File: config.mk
export PLATFORM = sky130hd
export DESIGN_NAME = bpa_ctrl
export DESIGN_NICKNAME = d
export VERILOG_FILES = /design/src/rtl/bitmap_page_allocator_top_assert.svh /design/src/rtl/bpa_pkg.sv /design/src/rtl/bpa_ctrl.sv
export SDC_FILE = /design/constraint.sdc
export NUM_CORES = 1
export LEC_CHECK = 0
export BUFFER_PORTS_ARGS = -buffer_cell sky130_fd_sc_hd__clkbuf_2
export CORE_AREA = 2 2 39 41
export DETAILED_ROUTE_END_ITERATION = 12
export DIE_AREA = 0 0 41 43
export PLACE_DENSITY_LB_ADDON = 0.12
export SLEW_MARGIN = 40
export SYNTH_ARGS = -nofsm -noshare
export SYNTH_HDL_FRONTEND = slang
export SYNTH_SLANG_ARGS = --single-unit
File: constraint.sdc
create_clock -name i_clk -period 1.4 [get_ports i_clk]
set_clock_uncertainty 0.1 [all_clocks]
set_input_delay 0.21 -clock i_clk [delete_from_list [all_inputs] [get_ports i_clk]]
set_output_delay 0.21 -clock i_clk [all_outputs]
set_load 0.05 [all_outputs]
File: src/rtl/bitmap_page_allocator_top_assert.svh
// Assertion macros for the bitmap page allocator.
// Used by the datapath module; needs a clock and an active-low reset in scope.
`ifndef BITMAP_PAGE_ALLOCATOR_TOP_ASSERT_SVH
`define BITMAP_PAGE_ALLOCATOR_TOP_ASSERT_SVH

// Same-cycle implication, disabled while reset is asserted
`define BPA_ASSERT_IMP(label, clk, rst_n, ante, cons, msg) \
    label: assert property (@(posedge clk) disable iff (!rst_n) (ante) |-> (cons)) \
        else $error(msg);

// Next-cycle implication, disabled while reset is asserted
`define BPA_ASSERT_NXT(label, clk, rst_n, ante, cons, msg) \
    label: assert property (@(posedge clk) disable iff (!rst_n) (ante) |=> (cons)) \
        else $error(msg);

`endif

File: src/rtl/bpa_pkg.sv
// Shared types and constants of the bitmap page allocator.
// Used by the controller, the datapath and the top level; no dependencies.
`default_nettype none

package bpa_pkg;

    // Default sizing
    localparam int DEF_PAGE_SHIFT = 12;
    localparam int DEF_MAX_PAGES  = 32768;

    // Map word and field widths
    localparam int WORD_BITS  = 32;
    localparam int CFG_W      = 16;
    localparam int CNT_W      = 16;
    localparam int ADDR_W     = 32;
    localparam int KIND_W     = 2;
    localparam int CFG_IDX_W  = 1;

    // Register reset values
    localparam logic [CFG_W-1:0] PAGE_COUNT_RST = 16'd0;
    localparam logic [CFG_W-1:0] RESERVED_RST   = 16'd1024;

    // Configuration register indexes
    localparam logic [CFG_IDX_W-1:0] CFG_PAGE_COUNT = 1'b0;
    localparam logic [CFG_IDX_W-1:0] CFG_RESERVED   = 1'b1;

    // Operation codes carried on the input tuser
    typedef enum logic [KIND_W-1:0] {
        KIND_ALLOC = 2'd0,
        KIND_FREE  = 2'd1,
        KIND_INIT  = 2'd2
    } t_kind;

    // Controller to datapath commands
    typedef struct packed {
        logic accept;       // latch input word
        logic sweep_step;   // write one map word of the sweep
        logic sweep_fill;   // 1: reserved pattern, 0: zeros
        logic init_count;   // load used count with the reserved number
        logic scan_start;   // restart the allocate scan
        logic scan_run;     // advance the allocate scan
        logic alloc_commit; // write back the found word, count up
        logic free_read;    // read the word of the page to free
        logic free_commit;  // clear the page bit, count down
        logic out_load;     // load the result register
        logic res_ok;       // result success flag
        logic res_alloc;    // result carries the allocated address
    } t_dp_cmd;

    // Datapath to controller status
    typedef struct packed {
        logic sweep_last;    // sweep is at the last map word
        logic scan_empty;    // no managed pages
        logic scan_hit;      // scan found a free page
        logic scan_miss;     // scan ran past the last word
        logic free_in_range; // page to free lies below the page count
        logic free_marked;   // page to free is marked used
        logic out_free;      // result register can take a word
    } t_dp_stat;

endpackage

`default_nettype wire

File: src/rtl/bpa_ctrl.sv
// Controller state machine of the bitmap page allocator.
// Depends on bpa_pkg; drives the datapath by t_dp_cmd and reads t_dp_stat.
`default_nettype none

module bpa_ctrl (
    input  wire logic                      i_clk,
    input  wire logic                      i_rst_n,
    input  wire logic                      i_in_valid,
    input  wire logic [bpa_pkg::KIND_W-1:0] i_kind,
    output logic                           o_in_ready,
    input  wire bpa_pkg::t_dp_stat         i_stat,
    output bpa_pkg::t_dp_cmd               o_cmd
);

    import bpa_pkg::*;

    typedef enum logic [2:0] {
        ST_CLEAR,
        ST_IDLE,
        ST_INIT,
        ST_SCAN,
        ST_ALLOC_WR,
        ST_FREE_RD,
        ST_FREE_CHK,
        ST_RESULT
    } t_state;

    t_state  r_state, n_state;
    logic    r_res_ok, n_res_ok;
    logic    r_res_alloc, n_res_alloc;
    t_dp_cmd cmd;

    // Next state and commands
    always_comb begin
        cmd         = '0;
        n_state     = r_state;
        n_res_ok    = r_res_ok;
        n_res_alloc = r_res_alloc;
        case (r_state)
            ST_CLEAR: begin
                cmd.sweep_step = 1'b1;
                cmd.sweep_fill = 1'b0;
                if (i_stat.sweep_last) begin
                    n_state = ST_IDLE;
                end
            end
            ST_IDLE: begin
                if (i_in_valid) begin
                    cmd.accept  = 1'b1;
                    n_res_ok    = 1'b0;
                    n_res_alloc = 1'b0;
                    case (i_kind)
                        KIND_ALLOC: begin
                            if (i_stat.scan_empty) begin
                                n_state = ST_RESULT;
                            end else begin
                                cmd.scan_start = 1'b1;
                                n_state        = ST_SCAN;
                            end
                        end
                        KIND_FREE: n_state = ST_FREE_RD;
                        KIND_INIT: n_state = ST_INIT;
                        default:   n_state = ST_RESULT;
                    endcase
                end
            end
            ST_INIT: begin
                cmd.sweep_step = 1'b1;
                cmd.sweep_fill = 1'b1;
                if (i_stat.sweep_last) begin
                    cmd.init_count = 1'b1;
                    n_res_ok       = 1'b1;
                    n_state        = ST_RESULT;
                end
            end
            ST_SCAN: begin
                cmd.scan_run = 1'b1;
                if (i_stat.scan_hit) begin
                    n_state = ST_ALLOC_WR;
                end else if (i_stat.scan_miss) begin
                    n_state = ST_RESULT;
                end
            end
            ST_ALLOC_WR: begin
                cmd.alloc_commit = 1'b1;
                n_res_ok         = 1'b1;
                n_res_alloc      = 1'b1;
                n_state          = ST_RESULT;
            end
            ST_FREE_RD: begin
                if (i_stat.free_in_range) begin
                    cmd.free_read = 1'b1;
                    n_state       = ST_FREE_CHK;
                end else begin
                    n_state = ST_RESULT;
                end
            end
            ST_FREE_CHK: begin
                if (i_stat.free_marked) begin
                    cmd.free_commit = 1'b1;
                    n_res_ok        = 1'b1;
                end
                n_state = ST_RESULT;
            end
            ST_RESULT: begin
                if (i_stat.out_free) begin
                    cmd.out_load = 1'b1;
                    n_state      = ST_IDLE;
                end
            end
            default: n_state = ST_IDLE;
        endcase
        cmd.res_ok    = r_res_ok;
        cmd.res_alloc = r_res_alloc;
    end

    // Hold state and result flags
    always_ff @(posedge i_clk) begin
        if (!i_rst_n) begin
            r_state     <= ST_CLEAR;
            r_res_ok    <= 1'b0;
            r_res_alloc <= 1'b0;
        end else begin
            r_state     <= n_state;
            r_res_ok    <= n_res_ok;
            r_res_alloc <= n_res_alloc;
        end
    end

    assign o_in_ready = (r_state == ST_IDLE);
    assign o_cmd      = cmd;

endmodule

`default_nettype wire

# Word-level counts from Yosys, hierarchy flattened

Cells that the tools add are included.

Input port bits: 12
Bits in registers: 5
Output and inout bits: 13

Mux-type cells: 32
Reduce and logical (&&, ||, !) cells: 8
Equal/unequal tests: 15

Operators by type and width:

| cell                                           | number |
|---|---|
| 2-to-1 mux 3 bit                               | 7 |
| one-hot mux 3 bit (7 select lines)             | 1 |
| 2-to-1 mux 1 bit                               | 20 |
| == test 3 bit (second input constant)          | 4 |
| != test 2 bit (second input constant)          | 5 |
| one-hot mux 3 bit (3 select lines)             | 1 |
| == test 3 x 2 -> 1 bit (second input constant) | 2 |
| AND reduction 5 bit                            | 1 |
| one-hot mux 1 bit (4 select lines)             | 1 |
| one-hot mux 2 bit (2 select lines)             | 1 |
| AND reduction 4 bit                            | 1 |
| nonzero test 4 bit                             | 1 |
| == test 3 x 1 -> 1 bit (second input constant) | 1 |
| zero test 3 bit                                | 1 |
| != test 3 bit (second input constant)          | 1 |
| == test 2 x 1 -> 1 bit (second input constant) | 1 |
| == test 2 bit (second input constant)          | 1 |
| zero test 2 bit                                | 1 |
| one-hot mux 1 bit (2 select lines)             | 1 |
| AND reduction 2 bit                            | 1 |
| nonzero test 2 bit                             | 1 |
| OR reduction 2 bit                             | 1 |

# Depth between registers and ports, before layout

Depth after elaboration: 4
Mapped depth: 5

# Worst setup path before layout

No wires, ideal clock.

Kind: reg-to-output
Start: reg r_state[1]
End: out o_cmd[7] (netlist bit)
Path buffers: 1
Required time: 1.090 ns
Arrival time: 2.632 ns
Stages on the path, launching flop included: 5
Setup slack: -1.542 ns
Path through: dfxtp_1 -> buf_2 -> nor3b_4 -> nand2_1 -> nor4_1

RTL lines:

| what                     | RTL line        | source |
|---|---|---|
| start: declaration       | bpa_ctrl.sv:28  | `t_state r_state, n_state;` |
| start signal: assignment | bpa_ctrl.sv:124 | `r_state <= n_state;` |
| end: declaration         | bpa_ctrl.sv:12  | `output bpa_pkg::t_dp_cmd o_cmd` |

==> results by group <==
STA
  – Final WS setup: -177.4 ps
  – Worst hold slack: 123.0 ps
  – Final hold violations: 0
  – Final min period: 1577 ps
  – Fmax: 633.9 MHz
  – Relative slew slack: 0.6822
  – Final period util: 1.127
  – Endpoints failing setup: 13
  – Worst-Margin Slew: 470.8 ps
  – RSZ-0062 raised after global routing: yes
  – Max-slew violation count: 0

Final layout
  – Area Overhead vs Synth: 117.5%
  – Layout Cells excl Fill: 114
  – # fillers: 107
  – Most frequent cells in the layout: buf_4 (15), clkbuf_2 (13), buf_8 (6)
  – Diode count: 0
  – Leading cell type in the layout, fill and taps excluded: buf_4
  – Share of layout cells above drive strength 1: 0.6837
  – Final nets: 111
  – Final Util: 0.7179

Route
  – Wire per inst: 13.18 um
  – DRC Markers: 0
  – Initial DRC Count: 8
  – DR pass1 iterations: 3
  – Vias/cell: 5.009
  – Routed WL: 1.503 mm
  – Via count: 571
  – Antenna Violating Nets Remaining: 0

Placement
  – Port buffer count: 24
  – Inst Count DP: 103
  – Routability cong.: 0.7740
  – Dpl hpwl: 948.6 um

Job
  – Max_cap viols: 0

Critical path
  – CP Data Required Time: 1090 ps
  – CP startpoint kind: flip-flop
  – CP delay by family, top: flip-flops
  – Critical Path Sink Type: primary output
  – Worst path slowest cell: dfxtp_4
  – Buf+Inv Stages, Crit Path: 3
  – CP max FO: 4
  – Worst EP arrival: 1270 ps
  – Crit path kind: reg2out
  – Critical-path cell list: nor3b_4, nand2_2, buf_4, clkinvlp_4, buf_12
  – Slowest Stage Delay on Critical Path: 360 ps

Die
  – Core Box Area: 0.001384 mm2
  – Die footprint: 0.001763 mm2
  – Row count: 14
  – Die height: 43 um
  – I/O pin total: 25
  – Initial core utilization: 0.3300
  – Die width: 41 um

Global route
  – First-pass GRT wire length: 2.290 mm
  – Initial antenna violation count: 0
  – Vias in the first global route: 562
  – Largest net degree at the start of global routing: 9
  – Total grt overflow: 0
  – Total global-route track usage: 0.1878

Clock tree
  – TritonCTS Buffers: 3
  – Clock root cell: clkbuf_4
  – H-Tree Depth: 1
  – Max Root-Sink Buffers: 2
  – CTS sink cnt: 5
  – Clk slew on worst S/H paths: 50 ps
  – CTS tree: built
  – Worst skew pair latency: 240 ps

Status
  – Violated checks: setup timing
  – Status: finished with violations

Logic synthesis
  – Largest cells by area after synthesis: dfxtp_1 (22%), buf_4 (4.9%), and4b_1 (4.4%)
  – Avg Inst Size Synth: 7.740 um2
  – Largest family of logic cells by synthesized area: simple AND/OR/NAND/NOR gates
  – Synthesized net count: 71
  – Post-synthesis sequential area ratio: 0.2192
  – Distinct cells, synth: 30
  – Top cell type's share of synthesized area: 0.2192
  – XOR/XNOR Fraction of Synth Area: 0
  – Seq cells post-synth: 5
  – Ys Warns: 0
  – Top cell type by total area after synthesis: dfxtp_1
  – Multiplexer area fraction after synthesis: 0.02192
  – Post-synthesis adder-cell area fraction: 0
  – Simple-Gate Fraction of Synth Area: 0.3616
  – Cells after Synth: 59
  – Synth Cell Area: 456.7 um2
  – Compound-Gate Fraction of Synth Area: 0.2466

Min path
  – Min-delay worst type: in2reg

Pwr
  – LEAKAGE: 0.4564 nW
  – VDD IR-drop max: 0.0009850 V
  – PwrDens: 1581 mW/mm2
  – Power Total: 0.001570 W
registers in the layout (all words and copies together) (netlist names):
name         count
r_res_alloc      1
r_state          3
r_res_ok         1
synthesized netlist by cell type, drive strengths merged:
cell / number
and3: 1
a31oi: 1
nor4: 1
nand2b: 3
o211a: 1
dfxtp: 5
o211ai: 2
and3b: 1
nor2: 4
nor3b: 2
o21ai: 2
nor2b: 2
o32ai: 1
mux2i: 1
buf: 8
nor3: 3
o311ai: 2
nand3: 2
o21a: 2
a21oi: 3
and2: 1
and4b: 2
inv: 4
nand2: 4
a211o: 1
repair_timing:
| item | CTS | global route |
|---|---|---|
| gates resized for setup | 40 | 10 |
| hold buffers | 0 | 0 |
| setup buffers | 7 | 2 |
| endpoints found under the setup margin | 15 | 14 |
| cloned | 0 | 0 |
| pin swaps | 9 | 5 |
area by class of cell:
class,count,area [um2],area share
clock buffer,4,26.28,0.02645
inverter,4,18.77,0.01889
multi-input combinational,42,386.6,0.3892
sequential,5,111.4,0.1121
tap,16,20.02,0.02015
timing repair buffer,43,430.4,0.4332
routing by layer:
layer | GRT usage | routed length, um | vias to the layer above
li1 | - | - | 285
met1 | 0.2347 | 630 | 271
met2 | 0.2969 | 812 | 15
met3 | 0.06806 | 60 | 0
met4 | 0.04000 | 0 | 0
met5 | 0 | 0 | -
worst reg2reg max path, stage by stage (launching register included):
cell      delay [ps]
dfxtp_4          360
buf_4            160
nor2b_1          140
o211ai_2         230
o311ai_4         160
mux2i_1          150
final timing paths:
| kind | endpoint | slack (ps) | from | cells past startpoint |
|---|---|---|---|---|
| worst max-delay path | o_cmd[11] | -180 | r_state[1] | 5 |
| worst min register to register | r_res_ok | 390 | r_res_ok | 1 |
| worst max register to register | r_state[1] | -40 | r_state[2] | 5 |
| worst min-delay path | r_state[2] | 120 | i_stat[0] | 2 |
kinds of logic after synthesis:
| group | after synthesis |
|---|---|
| DFF | 5 |
| and+or+nand+nor | 26 |
| AOI/OAI and AO/OA | 15 |
| muxes | 1 |
| buffers and inverters | 12 |
stage by stage:
step                TNS, ps  area [um2]  setup slack (ps)
floorplan             -1875       514.2            -648.2
global placement      -1192       694.4            -131.8
detailed placement    -1286       694.4            -139.6
CTS                   -1102       965.9            -192.3
global route          -1643       993.5            -248.7
finish               -993.0       993.5            -177.4
power by group:
part,switching (W),internal [W]
logic,0.000574,0.000582
registers,0.0000540,0.000195
clock network,0.0000577,0.000108
Power figures use the tool's default switching activity.
